--- config.mk ---
export PLATFORM = sky130hd
export DESIGN_NAME = gbr_queue
export DESIGN_NICKNAME = d
export VERILOG_FILES = /design/src/hw/rtl/gbr_pkg.sv /design/src/hw/rtl/gbr_queue.sv
export SDC_FILE = /design/constraint.sdc
export NUM_CORES = 1
export LEC_CHECK = 0
export ABC_AREA = 1
export BUFFER_PORTS_ARGS = -buffer_cell sky130_fd_sc_hd__buf_2
export CORE_MARGIN = 5
export CORE_UTILIZATION = 25
export DETAILED_ROUTE_END_ITERATION = 8
export PLACE_DENSITY = 0.45
export SKIP_CTS_REPAIR_TIMING = 1
export SLEW_MARGIN = 20
export SYNTH_ARGS = -nofsm -noshare
export SYNTH_HDL_FRONTEND = slang
export SYNTH_SLANG_ARGS = --single-unit
--- constraint.sdc ---
create_clock -name i_clk -period 7.3 [get_ports i_clk]
set_clock_uncertainty 0.05 [all_clocks]
set_input_delay 0.73 -clock i_clk [delete_from_list [all_inputs] [get_ports i_clk]]
set_output_delay 0.73 -clock i_clk [all_outputs]
set_load 0.005 [all_outputs]
--- src/hw/rtl/gbr_pkg.sv ---
// Shared types and constants of the bitmap glyph row renderer.
// No dependencies; every other file of the block except gbr_ram imports this package.
`default_nettype none

package gbr_pkg;

    // Font geometry
    localparam int NUM_GLYPHS       = 256;
    localparam int MAX_GLYPH_WIDTH  = 16;
    localparam int MAX_GLYPH_HEIGHT = 16;

    // Field widths
    localparam int CHAR_W   = 8;
    localparam int ROW_W    = 4;
    localparam int BITS_W   = 16;
    localparam int OFFS_W   = 4;
    localparam int COLOR_W  = 24;
    localparam int COL_W    = 4;
    localparam int CFG_W    = 5;
    localparam int CFG_IDX_W = 1;

    // Glyph store: one row word per character and row
    localparam int STORE_DEPTH = NUM_GLYPHS * MAX_GLYPH_HEIGHT;
    localparam int STORE_AW    = $clog2(STORE_DEPTH);

    // Reset values of the configuration registers
    localparam logic [CFG_W-1:0] WIDTH_RESET  = 5'd8;
    localparam logic [CFG_W-1:0] HEIGHT_RESET = 5'd16;

    // Configuration register indexes
    typedef enum logic [CFG_IDX_W-1:0] {
        REG_GLYPH_WIDTH  = 1'b0,
        REG_GLYPH_HEIGHT = 1'b1
    } t_cfg_idx;

    // Item opcodes
    typedef enum logic {
        OP_LOAD = 1'b0,
        OP_DRAW = 1'b1
    } t_op;

    // Back end sequencer states
    typedef enum logic [1:0] {
        ST_CLEAR,
        ST_IDLE,
        ST_FETCH,
        ST_EMIT
    } t_back_state;

    // Classified command passed from the front end to the back end
    typedef struct packed {
        t_op                 op;
        logic [STORE_AW-1:0] addr;
        logic [BITS_W-1:0]   bits;    // shifted, width-masked load word
        logic [CFG_W-1:0]    width;   // effective glyph width, 1..16
        logic [COLOR_W-1:0]  fg;
        logic [COLOR_W-1:0]  bg;
        logic                opaque;
    } t_cmd;

    // One pixel beat
    typedef struct packed {
        logic [COLOR_W-1:0] color;
        logic               we;
        logic [COL_W-1:0]   column;
        logic               last;
    } t_pix;

endpackage

`default_nettype wire

--- src/hw/rtl/gbr_queue.sv ---
// Two-entry command queue between the front end and the back end.
// Depends on gbr_pkg for the command type.
`default_nettype none

module gbr_queue import gbr_pkg::*; (
    input  wire logic i_clk,
    input  wire logic i_rst_n,
    input  wire logic i_push,
    input  t_cmd      i_cmd,
    input  wire logic i_pop,
    output logic      o_full,
    output logic      o_valid,
    output t_cmd      o_cmd
);

    t_cmd       r_slot [2];
    logic       r_wr_ptr;
    logic       r_rd_ptr;
    logic [1:0] r_count;

    // Store pushed commands
    always_ff @(posedge i_clk) begin
        if (i_push) begin
            r_slot[r_wr_ptr] <= i_cmd;
        end
    end

    // Advance pointers and occupancy
    always_ff @(posedge i_clk) begin
        if (!i_rst_n) begin
            r_wr_ptr <= 1'b0;
            r_rd_ptr <= 1'b0;
            r_count  <= 2'd0;
        end else begin
            if (i_push) begin
                r_wr_ptr <= !r_wr_ptr;
            end
            if (i_pop) begin
                r_rd_ptr <= !r_rd_ptr;
            end
            case ({i_push, i_pop})
                2'b10:   r_count <= r_count + 2'd1;
                2'b01:   r_count <= r_count - 2'd1;
                default: r_count <= r_count;
            endcase
        end
    end

    assign o_full  = r_count == 2'd2;
    assign o_valid = r_count != 2'd0;
    assign o_cmd   = r_slot[r_rd_ptr];

    // Never overfill or underrun the queue
    a_no_overflow: assert property (@(posedge i_clk) disable iff (!i_rst_n)
        o_full |-> !i_push)
        else $error("command queue pushed while full");
    a_no_underflow: assert property (@(posedge i_clk) disable iff (!i_rst_n)
        i_pop |-> o_valid)
        else $error("command queue popped while empty");

endmodule

`default_nettype wire

---- Word-level counts from Yosys, hierarchy flattened ----
Memories as Yosys holds them, arrays and structs flattened. A register that Yosys moved wholly into a read port is not among the register bits.
Cells that the tools add are included.
operators by class
  multiplexer cells ....................... 5
  equality and inequality tests ........... 3
  reduce and logical (&&, ||, !) cells .... 4
  $add $sub $neg .......................... 2
operator list
  cell                   count
  $eq A2 B2 Y1 const B   2
  $mux W1                4
  $pmux W2 S2            1
  $reduce_bool A2 Y1     2
  $add A2 B1 Y2 const B  1
  $eq A2 B1 Y1 const B   1
  $logic_not A1 Y1       2
  $sub A2 B1 Y2 const B  1
word-level totals
  register bits ........................... 4
  bits of input ports ..................... 87
  memories ................................ 1
  memory bits (writable) .................. 166
memory list
  name    words  bits a word  rd ports  clocked after memory_dff  write ports  RTL line         text
  r_slot  2      83           1         1                         1            gbr_queue.sv:16  t_cmd r_slot [2];

---- Depth between registers and ports, before layout ----
  word-level depth ........................ 3
  mapped depth ............................ 7
  gate-level depth less buffers ........... 7

---- Worst setup path after synthesis ----
Ideal clock, no wire load.
  path type ............................... input port to flip-flop
  start point ............................. input i_push
  end point ............................... memory r_slot[0][0] in the netlist's numbering (enable)
  slack ................................... 2.455 ns
  data arrival time ....................... 4.268 ns
  cell stages on the path ................. 2
  path buffers ............................ 0
  cell sequence ........................... inv_1 nor2_1
on the way
  longest elaborated chain between the ends .. 2
ends and longest elaborated chain
  item                           RTL line         text
  start: declaration             gbr_queue.sv:8   input wire logic i_push,
  $mux W1                        gbr_queue.sv:23  if (i_push) begin
  $mux W1 (implied by the code)  gbr_queue.sv:24  r_slot[r_wr_ptr] <= i_cmd;
  end: declaration               gbr_queue.sv:16
Every way passes these cells.

==> results.cfg <==
[timing]
finalMaxSlewViolations = 0
tns_ps = 0
rsz0062_at_grt = false
period_share = 0.466
max_freq_mhz = 294
final_hold_viol_count = 0
fin_crit_ps = 3400
tightest_slew_ps = 857
slew-limit-headroom = 0.427
setup_violations = 0

[hold_path]
hold_path_class = in2reg

[clocking]
htree_levels = 4
clk_path_buf_depth = 2
tritoncts.num_buffers = 17
tritoncts = yes
cts-root-buf = clkbuf_16
clock-sinks = 171
clock_latency_ps = 410
cts.clk_slew.worst_paths_ps = 70

[global_route]
grt.total_usage = 0.0880
grt_pass1_vias = 3508
overflow = 0
grt_start_max_net_pins = 58
antenna_found_initial = 3
grt_pass1_wl_microns = 19400

[power_and_ir_drop]
pwr-share-seq = 0.518
p_sw_mw = 0.483
p_sw_frac = 0.216
p_per_area_nw_per_um2 = 269
clockPowerShare = 0.393
leakage_nw = 3.22
combPwrFrac = 0.089
ir_drop_v = 0.000120
p_int_mw = 1.75

[critical_path]
cp_max_fo = 44
worstPathArrival_ps = 2620
criticalPathCategory = reg2out
setup.worst_path.start_class = register
end_kind = output port
worstPathRequired_ps = 6520

[die]
core-area_sq_um = 26000
fp-row-count = 59
die_w_microns = 172
io-pin-count = 172
start_util = 0.253
fp.dieH_microns = 172
die-area_sq_um = 29600

[synthesis]
synth_top_area_frac = 0.759
synthAdderAreaFrac = 0.00191
synthSimpleGateAreaFrac = 0.0124
synth_top_area_cell = edfxtp_1
synthTopCellsByArea = edfxtp_1 76%, mux2_4 16%, mux2_2 2.2%
synthMuxAreaShare = 0.182
syn_inst = 293
synth_compound_area_frac = 0.00152
synth-seq-cells = 171
avgSynthCellArea_sq_um = 22.4
syn_nets = 381
synth_cell_types = 14
synthXorXnorAreaFrac = 0
netlist_area_sq_um = 6570
ys_seq_area_frac = 0.775
ys_warn_count = 0
synth_top_family_by_area = multiplexers

[detailed_routing]
wl_per_cell_microns = 16.0
wl_microns = 13200
vias = 3223
dr.first_iter.drc_count = 133
topRoutingLayerUsed = met5
wl_met1_microns = 5510
viasPerCell = 3.90
met2_length_microns = 6550
first_pass_iters = 4
drc = 0
postRouteAntennaNets = 0
dr_wl_met3_microns = 1030

[placed_design]
io_buffers = 171
gp_congestion = 0.646
dpl.cell_count = 794
dp_hpwl_microns = 8840

[final_layout]
final_cells = 827
finalNetCount = 566
final_common_cell = buf_2
drive_above_1_share = 0.591
final_cell_mix = 171 x buf_2, 166 x edfxtp_1, 70 x mux2_4, 17 x clkbuf_16, 13 x mux2_2
areaGrowthSynthToFinish_pct = 26.5

[flow_run]
max_cap_violations = 0

[status]
outcome = complete, no violations
## Yosys cell counts
library cell  number
nand2_1            9
ha_1               1
o21ai_0            1
inv_1              6
nor2_1            11
dfxtp_1            5
edfxtp_1         166
buf_6              1
mux2_4            70
nand4_1            1
buf_12             7
buf_2              1
mux2_2            13
a21oi_1            1
## worst max-delay path, cell delays in order, from the launching register on
cell,delay (ps)
dfxtp_4,860
buf_4,790
mux2_2,410
buf_2,130
## state kept, by name, summed over array words and instances (netlist names), named ones only
signal,count
r_count,2
r_slot,166
r_rd_ptr,1
r_wr_ptr,1
## cell families (layout without fill, tap and decap cells)
| group | Yosys count | in the layout |
|---|---|---|
| other cells | 0 | 1 |
| flops | 171 | 171 |
| buf+inv | 15 | 213 |
| mux | 83 | 83 |
| fa+ha+maj | 1 | 1 |
| compound gates | 2 | 2 |
| simple gates | 21 | 21 |
## final cells by class
class                           count  area (sq um)
Fill cell                        2556         17700
Clock buffer                       19           433
Timing Repair Buffer              175           886
Clock inverter                     13           141
Multi-Input combinational cell    107          1310
Sequential cell                   171          5090
Tap cell                          335           419
Inverter                            6          25.0
Antenna cell                        1          2.50
## through the flow
step	total power, mW	utilization	hold slack, ps	instance area (sq um)	setup WS, ps
6_report	2.23	0.320	453	8300	3900
5_1_grt	2.34	0.319	418	8300	3720
4_1_cts	2.28	0.319	426	8300	3790
3_5_place_dp	1.38	0.297	447	7730	4240
3_3_place_gp	1.38	0.297	428	7730	4280
2_1_floorplan	1.30	-	413	6570	2460
## routing by layer
layer	vias to the layer above	GRT usage
met5	-	0
met3	12	0.0359
met2	109	0.148
li1	1505	-
met4	6	0.0277
met1	1591	0.103
## final timing paths
path / depth (start not counted) / start / end / slack [ps]
max reg2reg: 3 / r_wr_ptr$_SDFFE_PN0P_ / r_slot[1][27]$_DFFE_PP_ / 5230
min reg2reg: 2 / r_rd_ptr$_SDFFE_PN0P_ / r_rd_ptr$_SDFFE_PN0P_ / 460
min: 1 / i_cmd[78] / r_slot[0][78]$_DFFE_PP_ / 450
max: 3 / register / o_cmd[79] / 3900
## power by group through the flow
stage | clock [mW] | sequential [mW] | combinational, mW
final | 0.879 | 1.16 | 0.198
after global routing | 0.957 | 1.16 | 0.218
after CTS | 0.912 | 1.16 | 0.206
after detailed placement | 0 | 1.18 | 0.205
after global placement | 0 | 1.18 | 0.202
after floorplan | 0 | 1.17 | 0.127
Note: power is estimated with default switching activity, not from simulation.
