--- src/hw/rtl/gbr_pkg.sv ---
// Shared types and constants of the bitmap glyph row renderer.
// No dependencies; every other file of the block except gbr_ram imports this package.
`default_nettype none

package gbr_pkg;

    // Font geometry
    localparam int NUM_GLYPHS       = 256;
    localparam int MAX_GLYPH_WIDTH  = 16;
    localparam int MAX_GLYPH_HEIGHT = 16;

    // Field widths
    localparam int CHAR_W   = 8;
    localparam int ROW_W    = 4;
    localparam int BITS_W   = 16;
    localparam int OFFS_W   = 4;
    localparam int COLOR_W  = 24;
    localparam int COL_W    = 4;
    localparam int CFG_W    = 5;
    localparam int CFG_IDX_W = 1;

    // Glyph store: one row word per character and row
    localparam int STORE_DEPTH = NUM_GLYPHS * MAX_GLYPH_HEIGHT;
    localparam int STORE_AW    = $clog2(STORE_DEPTH);

    // Reset values of the configuration registers
    localparam logic [CFG_W-1:0] WIDTH_RESET  = 5'd8;
    localparam logic [CFG_W-1:0] HEIGHT_RESET = 5'd16;

    // Configuration register indexes
    typedef enum logic [CFG_IDX_W-1:0] {
        REG_GLYPH_WIDTH  = 1'b0,
        REG_GLYPH_HEIGHT = 1'b1
    } t_cfg_idx;

    // Item opcodes
    typedef enum logic {
        OP_LOAD = 1'b0,
        OP_DRAW = 1'b1
    } t_op;

    // Back end sequencer states
    typedef enum logic [1:0] {
        ST_CLEAR,
        ST_IDLE,
        ST_FETCH,
        ST_EMIT
    } t_back_state;

    // Classified command passed from the front end to the back end
    typedef struct packed {
        t_op                 op;
        logic [STORE_AW-1:0] addr;
        logic [BITS_W-1:0]   bits;    // shifted, width-masked load word
        logic [CFG_W-1:0]    width;   // effective glyph width, 1..16
        logic [COLOR_W-1:0]  fg;
        logic [COLOR_W-1:0]  bg;
        logic                opaque;
    } t_cmd;

    // One pixel beat
    typedef struct packed {
        logic [COLOR_W-1:0] color;
        logic               we;
        logic [COL_W-1:0]   column;
        logic               last;
    } t_pix;

endpackage

`default_nettype wire

--- src/hw/rtl/gbr_if.sv ---
// Valid/ready channel interfaces of the glyph renderer: item input and pixel output.
// Depends on gbr_pkg for the field widths.
`default_nettype none

interface gbr_item_if;
    import gbr_pkg::*;

    logic                valid;
    logic                ready;
    logic                op;
    logic [CHAR_W-1:0]   char_code;
    logic [ROW_W-1:0]    glyph_row;
    logic [BITS_W-1:0]   row_bits;
    logic [OFFS_W-1:0]   column_offset;
    logic [COLOR_W-1:0]  fg_color;
    logic [COLOR_W-1:0]  bg_color;
    logic                opaque;

    modport source (
        output valid, op, char_code, glyph_row, row_bits, column_offset,
               fg_color, bg_color, opaque,
        input  ready
    );
    modport sink (
        input  valid, op, char_code, glyph_row, row_bits, column_offset,
               fg_color, bg_color, opaque,
        output ready
    );
endinterface


`default_nettype wire

--- src/hw/rtl/gbr_front.sv ---
// Front end: configuration registers, item intake and classification into commands.
// Depends on gbr_pkg and the gbr_item_if interface.
`default_nettype none

module gbr_front import gbr_pkg::*; (
    input  wire logic                 i_clk,
    input  wire logic                 i_rst_n,
    input  wire logic                 i_cfg_we,
    input  wire logic [CFG_IDX_W-1:0] i_cfg_index,
    input  wire logic [CFG_W-1:0]     i_cfg_data,
    input  wire logic                 i_clearing,
    input  wire logic                 i_q_full,
    gbr_item_if.sink                  i_item,
    output logic                      o_push,
    output t_cmd                      o_cmd
);

    logic [CFG_W-1:0]  r_width;
    logic [CFG_W-1:0]  r_height;
    logic [CFG_W-1:0]  eff_width;
    logic [CFG_W-1:0]  eff_height;
    logic [BITS_W-1:0] rev_bits;
    logic [BITS_W-1:0] shifted;
    logic [BITS_W:0]   width_mask;
    logic              row_ok;
    logic              accept;

    // Configuration registers
    always_ff @(posedge i_clk) begin
        if (!i_rst_n) begin
            r_width  <= WIDTH_RESET;
            r_height <= HEIGHT_RESET;
        end else if (i_cfg_we) begin
            unique case (t_cfg_idx'(i_cfg_index))
                REG_GLYPH_WIDTH:  r_width  <= i_cfg_data;
                REG_GLYPH_HEIGHT: r_height <= i_cfg_data;
                default: ;
            endcase
        end
    end

    // Clamp width and height into 1..max
    always_comb begin
        if (r_width == '0) begin
            eff_width = CFG_W'(1);
        end else if (r_width > CFG_W'(MAX_GLYPH_WIDTH)) begin
            eff_width = CFG_W'(MAX_GLYPH_WIDTH);
        end else begin
            eff_width = r_width;
        end
        if (r_height == '0) begin
            eff_height = CFG_W'(1);
        end else if (r_height > CFG_W'(MAX_GLYPH_HEIGHT)) begin
            eff_height = CFG_W'(MAX_GLYPH_HEIGHT);
        end else begin
            eff_height = r_height;
        end
    end

    // Build the load word: MSB-first bits become column order, shift right, drop spill
    always_comb begin
        for (int c = 0; c < BITS_W; c++) begin
            rev_bits[c] = i_item.row_bits[BITS_W-1-c];
        end
        shifted    = rev_bits << i_item.column_offset;
        width_mask = ((BITS_W+1)'(1) << eff_width) - (BITS_W+1)'(1);
    end

    assign row_ok = {1'b0, i_item.glyph_row} < eff_height;

    // Take an item whenever the queue has room and the store is cleared
    assign i_item.ready = !i_clearing && !i_q_full;
    assign accept       = i_item.valid && i_item.ready;

    // Drop items whose row lies past the glyph height
    assign o_push = accept && row_ok;

    always_comb begin
        o_cmd.op     = t_op'(i_item.op);
        o_cmd.addr   = {i_item.char_code, i_item.glyph_row};
        o_cmd.bits   = shifted & width_mask[BITS_W-1:0];
        o_cmd.width  = eff_width;
        o_cmd.fg     = i_item.fg_color;
        o_cmd.bg     = i_item.bg_color;
        o_cmd.opaque = i_item.opaque;
    end

endmodule

`default_nettype wire

--- src/flat_wrapper.sv ---
// flat-port wrapper written by rule: the top's interface ports become plain ports
module gbr_front_flat import gbr_pkg::*;
  (i_clk, i_rst_n, i_cfg_we, i_cfg_index, i_cfg_data, i_clearing, i_q_full, o_push, o_cmd, i_item_valid, i_item_op, i_item_char_code, i_item_glyph_row, i_item_row_bits, i_item_column_offset, i_item_fg_color, i_item_bg_color, i_item_opaque, i_item_ready);
  gbr_item_if i_item_i ();
  input  wire logic i_clk;
  input  wire logic i_rst_n;
  input  wire logic i_cfg_we;
  input  wire logic [CFG_IDX_W-1:0] i_cfg_index;
  input  wire logic [CFG_W-1:0] i_cfg_data;
  input  wire logic i_clearing;
  input  wire logic i_q_full;
  output logic o_push;
  output t_cmd o_cmd;
  input wire logic [$bits(i_item_i.valid)-1:0] i_item_valid;
  input wire logic [$bits(i_item_i.op)-1:0] i_item_op;
  input wire logic [$bits(i_item_i.char_code)-1:0] i_item_char_code;
  input wire logic [$bits(i_item_i.glyph_row)-1:0] i_item_glyph_row;
  input wire logic [$bits(i_item_i.row_bits)-1:0] i_item_row_bits;
  input wire logic [$bits(i_item_i.column_offset)-1:0] i_item_column_offset;
  input wire logic [$bits(i_item_i.fg_color)-1:0] i_item_fg_color;
  input wire logic [$bits(i_item_i.bg_color)-1:0] i_item_bg_color;
  input wire logic [$bits(i_item_i.opaque)-1:0] i_item_opaque;
  output wire logic [$bits(i_item_i.ready)-1:0] i_item_ready;
  assign i_item_i.valid = i_item_valid;
  assign i_item_i.op = i_item_op;
  assign i_item_i.char_code = i_item_char_code;
  assign i_item_i.glyph_row = i_item_glyph_row;
  assign i_item_i.row_bits = i_item_row_bits;
  assign i_item_i.column_offset = i_item_column_offset;
  assign i_item_i.fg_color = i_item_fg_color;
  assign i_item_i.bg_color = i_item_bg_color;
  assign i_item_i.opaque = i_item_opaque;
  assign i_item_ready = i_item_i.ready;
  gbr_front u_core (.i_clk(i_clk), .i_rst_n(i_rst_n), .i_cfg_we(i_cfg_we), .i_cfg_index(i_cfg_index), .i_cfg_data(i_cfg_data), .i_clearing(i_clearing), .i_q_full(i_q_full), .i_item(i_item_i), .o_push(o_push), .o_cmd(o_cmd));
endmodule
--- config.mk ---
export PLATFORM = sky130hd
export DESIGN_NAME = gbr_front_flat
export DESIGN_NICKNAME = d
export VERILOG_FILES = /design/src/hw/rtl/gbr_pkg.sv /design/src/hw/rtl/gbr_if.sv /design/src/hw/rtl/gbr_front.sv /design/src/flat_wrapper.sv
export SDC_FILE = /design/constraint.sdc
export NUM_CORES = 1
export LEC_CHECK = 0
export ABC_AREA = 1
export BUFFER_PORTS_ARGS = -buffer_cell sky130_fd_sc_hd__clkbuf_2
export CAP_MARGIN = 20
export CORE_MARGIN = 1
export CORE_UTILIZATION = 35
export CTS_BUF_LIST = sky130_fd_sc_hd__clkbuf_4 sky130_fd_sc_hd__clkbuf_8
export DETAILED_ROUTE_END_ITERATION = 7
export GPL_TIMING_DRIVEN = 0
export PLACE_DENSITY = 0.78
export SYNTH_ARGS = -nofsm -noshare
export SYNTH_HDL_FRONTEND = slang
export SYNTH_SLANG_ARGS = --single-unit
--- constraint.sdc ---
create_clock -name i_clk -period 2.1 [get_ports i_clk]
set_input_delay 0.63 -clock i_clk [delete_from_list [all_inputs] [get_ports i_clk]]
set_output_delay 0.63 -clock i_clk [all_outputs]
set_load 0.01 [all_outputs]
**After elaboration in Yosys (flattened, before gate mapping)**

Index checks and enable logic that the tools add are counted.

- Bits in registers: 10
- Bits in latches: 0
- Memory bits (writable): 0
- ROM bits: 0
- Input bits: 94
- Output and inout port bits: 85
- Word-level logic and storage cells: 23
- Memories kept: 0

- $add $sub $neg: 1
- Multiply operators: 0
- Divide/modulo/power cells: 0
- Magnitude comparators: 3
- Equal/unequal tests: 0
- Shift operators: 2
- Multiplexer cells: 4
- Bitwise logic cells: 2
- Reduce and logical (&&, ||, !) cells: 9

Operators by type and width:

| cell | count |
|---|---|
| 5-bit 2-to-1 mux | 4 |
| 16-bit AND | 1 |
| 1-bit by 5-bit << shifter with 16-bit output, first input constant | 1 |
| 16-bit by 4-bit << shifter with 16-bit output | 1 |
| 16-bit by 2-bit subtractor with 16-bit output, second input constant | 1 |
| 5-bit greater-than comparator, second input constant | 2 |
| 5-bit zero test | 2 |
| 4-bit by 5-bit < comparator with 1-bit output | 1 |
| 2-bit AND reduction | 2 |
| 1-bit logical AND | 3 |
| 1-bit zero test | 2 |
| 1-bit inverter | 1 |

**Longest topological paths before layout**

Gate-level depths: netlist (run 1).

- Depth after elaboration: 6
- Mapped depth: 14
- Gate-level depth less buffers: 13

**Least setup slack after synthesis (run 1)**

OpenSTA, ideal clock, no wires.

- Path kind: register to output
- Start point: reg u_core.r_width[3]
- End point: out o_cmd[66] (netlist bit)
- Arrival time: 1,694 ps
- Data required time: 1,470 ps
- Slack: -224 ps
- Cell stages (with the launch flop): 14
- Buffers on the path: 1
- Cell sequence: dfxtp_1 -> buf_2 -> nor2_1 -> nand2_1 -> nand2_1 -> nand2_1 -> inv_1 -> nand3_1 -> ha_1 -> nand3_2 -> nor2_4 -> nand2_1 -> xor2_1 -> nor2_1

RTL lines:

| item | line | text |
|---|---|---|
| start: declaration | gbr_front.sv:18 | `logic [CFG_W-1:0] r_width;` |
| start signal: assignment | gbr_front.sv:35 | `REG_GLYPH_WIDTH: r_width <= i_cfg_data;` |
| end: declaration | flat_wrapper.sv:13 | `output t_cmd o_cmd;` |

==> results.toml, run 1 <==
[sta]
finalHoldViolations = 0
final-setup-viol-count = 16
setup_ws_ns = -0.339
rsz0062_at_grt = "yes"
drv_slew = 0
max_clock_freq_mhz = 410
fin_crit_sh_pct = 116
fin_skew_ns = 0
period_needed_ns = 2.44

[floorplanning]
die_w_um = 77.6
die_h_um = 77.6
initial_core_util_pct = 36.3
core-area_um2 = 5510
dieArea_um2 = 6020
rows = 27
ioPinCount = 179

[global_routing]
grt.overflow.total = 0
grt_max_degree = 11
grt.total_usage_pct = 18.1
grt_pass1_vias = 2176
grt_pass1_wl_mm = 9.14
antenna_found_initial = 0

[detailed_routing]
drt_pass1_iterations = 4
drtAntennaViolNets = 0
route.detailed.drc = 0
drt-total-wl_mm = 6.34
vias_per_cell = 4.76
dr_total_vias = 2689
wire_per_inst_um = 11.2
drtIter0Drc = 153

[pwr]
power.density_nw_per_um2 = 364
vdd_drop_max_uv = 401
p_leak_nw = 1.81

[yosys]
mappedNetlistArea_um2 = 2000
synth_compound_area_share_pct = 14.4
synth_top_family_by_area = "simple AND/OR/NAND/NOR gates"
synth.area.mux_share_pct = 0.500
synthXorXnorAreaFrac_pct = 1.31
synth-seq-cells = 10
ys_seq_area_share_pct = 10.0
postSynthAreaPerCell_um2 = 5.62
ys_warn_count = 0
synth_simple_gate_area_share_pct = 39.8
synth_nets = 454
synth_fa_ha_area_share_pct = 2.50
synthDistinctLibCells = 36
syn_inst = 356

[cells_and_area]
instances_no_fill = 565
fillCellCount = 505
drive_above_1_share_pct = 61.1
utilization_pct = 59.8
layout_commonest_cell = "clkbuf_2"
n_antenna_cell = 0
area_growth_pct = 64.5
layout_common_cells = "clkbuf_2, buf_4, nand2_1, nor2_1, nand3_1"
nNetsFinal = 592

[worst_setup_path]
worstPathMaxFanout = 8
critPathRequiredTime_ns = 1.47
rr_endpoint = "u_core.r_width[3]"
crit_path_start = "i_item_column_offset[0]"
critPathKind = "in2out"
rrSetupSlack_ns = 1.15
worst_ep_arrival_time_ns = 1.81
cp-start-kind = "input pin"
end_kind = "output port"
endpoint = "o_cmd[64]"
reg2reg_depth = 4
r2r-start = "u_core.r_width[3]"

[place]
place_congestion = 0.887
dpl.hpwl_mm = 4.74
place_inst = 547
port_buffers = 119

[clock_network]
cts_tree = "built"
clock_latency_ns = 0.23
clock_sinks = 10
numCtsBuffers = 3
root_buffer = "clkbuf_8"
clk_path_buf_depth = 2
cts_max_level = 1
path_clk_slew_ns = 0.05

[run_status]
violations = "setup timing"
status = "finished, violations left"

[job]
maxCapViolations = 0

[min_path]
hp-class = "reg2reg"
cells by family after synthesis:
family,after synthesis
compound gates,53
xor+xnor,3
fa+ha+maj,4
buf+inv,102
flops,10
mux,1
other cells,1
simple gates,182
cells in the mapped netlist:
cell type	count	area (µm²)
ha_1	4	50.1
xor2_1	2	17.5
inv_1	22	82.6
conb_1	1	3.75
clkinv_1	2	7.51
o21ai_0	28	140
or2_0	1	6.26
nand3b_1	1	7.51
nor3_1	7	35.0
and2_1	2	12.5
nor4_1	1	6.26
nor2_2	4	25.0
buf_4	64	480
o21a_1	1	7.51
clkbuf_1	6	22.5
nand2_1	93	349
nand3_2	4	40.0
xnor2_1	1	8.76
buf_2	2	10.0
a21oi_1	10	50.1
or2_1	1	6.26
nor2_4	1	11.3
or2_2	3	18.8
a2bb2oi_1	1	8.76
o41ai_1	1	8.76
nor2_1	36	135
dfxtp_1	10	200
a211oi_1	2	15.0
inv_2	6	22.5
nand4_1	1	6.26
nand3_1	26	130
o21ai_1	6	30.0
nand2_2	1	6.26
mux2i_1	1	10.0
a31oi_1	1	6.26
o211ai_1	3	22.5
worst min-delay path by stage:
stage / start / to / depth (start not counted)
5_1_grt: u_core.r_height[2] / u_core.r_height[2] / 2
3_5_place_dp: u_core.r_height[0] / u_core.r_height[0] / 2
4_1_cts: u_core.r_height[0] / u_core.r_height[0] / 2
6_report: u_core.r_height[2] / u_core.r_height[2] / 2
3_3_place_gp: u_core.r_height[0] / u_core.r_height[0] / 2
2_1_floorplan: u_core.r_height[0] / u_core.r_height[0] / 2
final cells by class:
class	count	area [µm²]	share of cell area [%]
multi-input combinational	244	1480	44.8
timing repair buffer	134	771	23.4
buffer	71	543	16.5
sequential	10	223	6.77
inverter	30	135	4.10
tap	72	90.1	2.74
clock buffer	4	55.1	1.67
repair_timing:
| action | 4_1_cts | 5_1_grt |
|---|---|---|
| gates cloned | 0 | 2 |
| endpoints found under the setup margin | 17 | 17 |
| gates resized for setup | 63 | 81 |
| pin swaps | 21 | 35 |
| buffers inserted | 7 | 6 |
| hold buffers | 0 | 0 |
stage by stage:
| stage | worst slack (ns) | cell area (µm²) | power, mW | setup TNS (ns) | hold slack [ns] |
|---|---|---|---|---|---|
| after floorplan | -0.0195 | 2050 | 0.617 | -0.0449 | 0.445 |
| after global placement | -0.532 | 2730 | 0.801 | -6.79 | 0.466 |
| after detailed placement | -0.557 | 2730 | 0.808 | -6.94 | 0.466 |
| after CTS | -0.341 | 3010 | 1.11 | -4.28 | 0.497 |
| after global routing | -0.428 | 3290 | 1.28 | -5.32 | 0.529 |
| final | -0.339 | 3290 | 1.20 | -4.01 | 0.509 |
where the power goes:
part	internal (mW)	total, mW	leakage (nW)	switching (mW)
Sequential	0.204	0.222	0.0860	0.0185
Combinational	0.349	0.735	1.70	0.386
Clock	0.165	0.242	0.0288	0.0772
Total	0.717	1.20	1.81	0.481
flip-flops by register name, indices dropped and copies added, names as in the netlist:
| signal | flops |
|---|---|
| u_core.r_width | 5 |
| u_core.r_height | 5 |
routing by layer:
layer / share of wire, % / vias to the layer above / global-route usage [%]
met1: 38 / 1179 / 20.6
met2: 52 / 129 / 33.9
li1: - / 1369 / -
met4: 1.6 / 0 / 4.53
met3: 8.1 / 12 / 3.53
met5: 0 / - / 0
critical path, cell delays in order:
cell and delay [ns]:
clkbuf_16 0.15, inv_12 0.08, nand2_1 0.05, and2_4 0.14, nand2_2 0.05, o21ai_2 0.07
or2_1 0.24, nand2_1 0.07, o21ai_1 0.09, nor2_2 0.11, buf_2 0.13
Power figures use the tool's default switching activity.
==> run 2, diff against run 1 <==
==> constraint.sdc (replaced) <==
create_clock -name i_clk -period 2.1 [get_ports i_clk]
set_input_delay 0.63 -clock i_clk [delete_from_list [all_inputs] [get_ports i_clk]]
set_output_delay 0.63 -clock i_clk [all_outputs]
set_load 0.02 [all_outputs]
==> run 2 against run 1 <==
Global-route usage rose by 2.0 points. Critical endpoint is now o_cmd[67]. Clock power is essentially flat. The flow still finishes with violations (setup timing). Combinational power rose by 23%. Power up 14%.
==> results.toml, run 2 (synthesis results as in run 1) <==
[worst_setup_path]
worst_ep_arrival_time_ns = 1.91
critPathKind = "in2out"
worstPathMaxFanout = 10
critPathRequiredTime_ns = 1.47
end_kind = "output port"
cp-start-kind = "input pin"

[min_path]
hp-class = "reg2reg"

[detailed_routing]
drtAntennaViolNets = 0
route.detailed.drc = 0
wl_met2_mm = 3.38
vias_per_cell = 4.76
dr_total_vias = 2706
wire_per_inst_um = 11.2
drt_pass1_iterations = 6
wl_met3_um = 456
drt-total-wl_mm = 6.35
drtIter0Drc = 175
top_layer_used = "met4"
met1_length_mm = 2.44

[cells_and_area]
area_growth_pct = 76.0
drive_above_1_share_pct = 65.5
fillCellCount = 485
largestRegisters = "u_core.r_height x5, u_core.r_width x5"
layout_commonest_cell = "clkbuf_2"
n_antenna_cell = 0
layout_common_cells = "clkbuf_2, buf_4, nand2_1, nand2_2, nand3_1"
nNetsFinal = 595

[sta]
period_needed_ns = 2.54
rsz0062_at_grt = "yes"
drv_slew = 0
final-setup-viol-count = 17
fin_crit_sh_pct = 121
finalHoldViolations = 0
holdWs_ns = 0.494
max_clock_freq_mhz = 393
fin_skew_ns = 0
setup_ws_ns = -0.444

[clock_network]
numCtsBuffers = 3
root_buffer = "clkbuf_8"
path_clk_slew_ns = 0.05
clk_path_buf_depth = 2
cts_tree = "built"
clock_latency_ns = 0.24
holdBufCountCts = 0
clock_sinks = 10
cts_max_level = 1

[pwr]
vdd_drop_max_uv = 337
power.density_nw_per_um2 = 388
p_leak_nw = 1.82

[place]
dpl_worst_slack_ns = -0.554
dpl.hpwl_mm = 4.77
port_buffers = 119
place_congestion = 0.899

[floorplanning]
core-area_um2 = 5510
die_w_um = 77.6
rows = 27
ioPinCount = 179
dieArea_um2 = 6020
die_h_um = 77.6
initial_core_util_pct = 36.3

[global_routing]
grt_max_degree = 11
grt.total_usage_pct = 20.0
grt_pass1_wl_mm = 9.95
grt_pass1_vias = 2291
antenna_found_initial = 0
grt.overflow.total = 0

[run_status]
violations = "setup timing"
status = "finished, violations left"

[job]
maxCapViolations = 0
-- run 2: stage by stage --
stage | area [µm²] | total power [mW] | std cells | utilization (%) | TNS [ns]
floorplan | 2150 | 0.731 | 356 | - | -0.304
global placement | 2840 | 0.911 | 547 | 51.5 | -6.52
detailed placement | 2840 | 0.922 | 547 | 51.5 | -6.84
CTS | 3270 | 1.28 | 562 | 59.4 | -5.43
global route | 3520 | 1.46 | 568 | 63.9 | -6.27
finish | 3520 | 1.37 | 568 | 63.9 | -4.86
-- run 2: cell type report --
class                   count  area, µm²  area share (%)
plain buffers              71        543            15.4
clock buffers               4       55.1            1.56
inverters                  30        129            3.66
multi-input cells         244       1610            45.7
flip-flops and latches     10        223            6.33
well taps                  72       90.1            2.56
repair buffers            137        873            24.8
-- run 2: worst max-delay path, cell delays in order --
cell	delay (ns)
clkbuf_2	0.16
clkbuf_1	0.41
nand2_1	0.21
nand3_1	0.15
nand2_2	0.07
nand3_2	0.09
nor2_4	0.04
clkbuf_8	0.16
-- run 2: worst paths after layout --
| kind | cells after the start | startpoint | to | slack, ns |
|---|---|---|---|---|
| max | 8 | i_item_column_offset[2] | o_cmd[67] | -0.44 |
| min | 2 | u_core.r_height[0] | u_core.r_height[0] | 0.49 |
| max reg2reg | 4 | u_core.r_width[3] | u_core.r_width[3] | 1.04 |
| min reg2reg | 2 | u_core.r_height[0] | u_core.r_height[0] | 0.49 |
-- run 2: routing by layer --
metal / vias up / GRT usage, %
met2: 130 / 38.4
met5: - / 0
met4: 0 / 4.91
met3: 12 / 2.12
met1: 1197 / 23.3
li1: 1367 / -
-- run 2: report_power, final --
| group | leakage (nW) | internal, mW | total (mW) | switching, mW |
|---|---|---|---|---|
| Combinational | 1.70 | 0.409 | 0.903 | 0.495 |
| Clock | 0.0288 | 0.165 | 0.242 | 0.0770 |
| Sequential | 0.0861 | 0.204 | 0.222 | 0.0187 |
| Total | 1.82 | 0.777 | 1.37 | 0.590 |
-- run 2: timing repair --
item / 4_1_cts / 5_1_grt
endpoints found under the hold margin: 0 / 0
endpoints found under the setup margin: 17 / 17
setup buffers: 11 / 7
gates resized for setup: 84 / 73
cloned: 0 / 0
pin swaps: 23 / 23
==> run 3, diff against run 2 <==
--- a/config.mk
+++ b/config.mk
@@ -5,7 +5,6 @@
 export SDC_FILE = /design/constraint.sdc
 export NUM_CORES = 1
 export LEC_CHECK = 0
-export ABC_AREA = 1
 export BUFFER_PORTS_ARGS = -buffer_cell sky130_fd_sc_hd__clkbuf_2
 export CAP_MARGIN = 20
 export CORE_MARGIN = 1
==> run 3 against run 2 <==
The flow still finishes with violations (setup timing). Cell area barely moved. Count of clock-buffer cells in the layout down 1. Final cell count is 20% lower. Die area down 1.2%. Maximum frequency down 4.4%. Combinational power shrank 14%.
==> results.toml, run 3 <==
[place]
place_area_um2 = 2840
dpl.hpwl_mm = 4.44
place_congestion = 0.846
port_buffers = 119

[cells_and_area]
largestRegisters = "u_core.r_height x5, u_core.r_width x5"
fillCellCount = 408
n_antenna_cell = 0
layout_common_cells = "clkbuf_2, buf_4, nand2_1, mux2i_1, nor2b_1"
area_growth_pct = 78.1
utilization_pct = 66.8
nNetsFinal = 485
layout_commonest_cell = "clkbuf_2"
finish.instance_area_um2 = 3520
drive_above_1_share_pct = 74.5

[sta]
rsz0062_at_grt = "yes"
relSlewSlack_pct = 64.3
fin_skew_ns = 0
fin_crit_sh_pct = 127
worst_pin_slew_ns = 0.535
max_clock_freq_mhz = 376
period_needed_ns = 2.66
setup_ws_ns = -0.560
drv_slew = 0
final-setup-viol-count = 17
finalHoldViolations = 0

[yosys]
syn_inst = 241
synth_top_cell_area_share_pct = 23.6
ys_seq_area_share_pct = 10.1
synth_area_leaders = "buf_4, dfxtp_1, mux2i_1"
synthTopCellsByCount = "buf_4, mux2i_1, nand2_1"
postSynthAreaPerCell_um2 = 8.20
async_flop_share_pct = 0
synthDistinctLibCells = 45
yosysMostFrequentCell = "buf_4"
synth_edf_count = 0
ys_warn_count = 0
synth_area_leader_cell = "buf_4"
mappedNetlistArea_um2 = 1980
synth_nets = 339
synth-seq-cells = 10
ys.flop_type = "dfxtp_1"

[clock_network]
clock_latency_ns = 0.23
numCtsBuffers = 3
clk_path_buf_depth = 2
cts_tree = "built"
clock_sinks = 10
cts_max_level = 1
root_buffer = "clkbuf_8"
path_clk_slew_ns = 0.05

[worst_setup_path]
end_kind = "output port"
critPathKind = "reg2out"
cp-start-kind = "flop"
critPathRequiredTime_ns = 1.47
worstPathMaxFanout = 5
worst_ep_arrival_time_ns = 2.03

[detailed_routing]
drtAntennaViolNets = 0
route.detailed.drc = 0
dr_total_vias = 2254
drtIter0Drc = 65
wire_per_inst_um = 13.6
drt_pass1_iterations = 4
vias_per_cell = 4.95
drt-total-wl_mm = 6.21

[global_routing]
grt_pass1_vias = 2117
grt_pass1_wl_mm = 9.43
antenna_found_initial = 0
grt_max_degree = 11
grt.total_usage_pct = 19.1
grt.overflow.total = 0

[pwr]
power.density_nw_per_um2 = 337
vdd_drop_max_uv = 177
p_leak_nw = 1.73

[job]
maxCapViolations = 0

[floorplanning]
dieArea_um2 = 5950
rows = 26
ioPinCount = 179
die_h_um = 77.1
core-area_um2 = 5270
die_w_um = 77.1
initial_core_util_pct = 37.5

[min_path]
hp-class = "reg2reg"

[run_status]
status = "finished, violations left"
violations = "setup timing"
## run 3: cell count changes after synthesis, sizes merged, moves of 5 or more
cell / previous run / this run
a211oi: 2 / 9
a21boi: 0 / 5
a21oi: 10 / 3
clkbuf: 6 / 14
inv: 28 / 2
mux2i: 1 / 21
mux4: 0 / 10
nand2: 94 / 17
nand3: 30 / 8
nor2: 41 / 9
nor2b: 0 / 14
o21ai: 34 / 6
## run 3: final cells by class
cell class | instances | area, µm² | area share, %
Clock buffer | 3 | 41.3 | 1.17
Timing Repair Buffer | 144 | 960 | 27.3
Inverter | 3 | 15.0 | 0.427
Tap cell | 70 | 87.6 | 2.49
Sequential cell | 10 | 213 | 6.05
Buffer | 76 | 648 | 18.4
Multi-Input combinational cell | 149 | 1550 | 44.2
## run 3: metal layers
metal	up-vias	part of all wire (%)	GRT usage (%)
met5	-	0	0
met4	0	2.5	7.17
met1	1031	35	19.5
li1	1090	-	-
met3	15	7.1	2.38
met2	118	56	38.6
## run 3: timing repair
| item | in CTS | in global routing |
|---|---|---|
| hold buffers | 0 | 0 |
| pin swaps | 19 | 12 |
| gates cloned | 2 | 0 |
| gates resized for setup | 79 | 46 |
| setup endpoints to repair | 18 | 19 |
| setup buffers | 14 | 10 |
## run 3: cells by family (layout without fill, tap and decap cells)
group	after synthesis	count (layout)	synth area share, %
AOI/OAI and AO/OA	39	39	14.6
xor gates and xnor gates	1	1	0.443
adders and majority gates	4	4	2.53
buffers and inverters	82	226	28.6
DFF	10	10	10.1
muxes	33	33	24.7
other	1	1	0.190
and+or+nand+nor	71	71	18.8
## run 3: worst max-delay path, stage by stage (launching register included)
cell,delay [ns]
dfxtp_4,0.36
clkbuf_16,0.15
nor2_4,0.11
nand2_2,0.08
ha_4,0.19
nor4_4,0.13
o21ai_1,0.08
a21bo_2,0.21
a221oi_4,0.29
clkbuf_8,0.20
## run 3: worst paths after layout
kind | start | end | slack, ns | cells after the start
hold / removal | u_core.r_height[2] | u_core.r_height[2] | 0.49 | 2
setup / recovery | u_core.r_width[4] | o_cmd[64] | -0.56 | 9
hold reg to reg | u_core.r_height[2] | u_core.r_height[2] | 0.49 | 2
setup reg to reg | u_core.r_width[0] | u_core.r_width[0] | 1.12 | 2
## run 3: where the power goes
part           total, mW  switching, mW  internal (mW)
Sequential         0.216         0.0162          0.200
Clock              0.194         0.0688          0.125
Combinational      0.776          0.374          0.402
Total               1.19          0.459          0.727
## run 3: stage by stage
| step | instances | power, mW | setup WS [ns] | hold WS (ns) | TNS [ns] |
|---|---|---|---|---|---|
| 6_report | 455 | 1.19 | -0.560 | 0.488 | -6.37 |
| 5_1_grt | 455 | 1.24 | -0.626 | 0.506 | -7.32 |
| 4_1_cts | 448 | 1.14 | -0.617 | 0.487 | -6.69 |
| 3_5_place_dp | 430 | 0.834 | -0.705 | 0.476 | -8.24 |
| 3_3_place_gp | 430 | 0.824 | -0.665 | 0.454 | -7.68 |
| 2_1_floorplan | 241 | 0.663 | -0.408 | 0.439 | -3.34 |
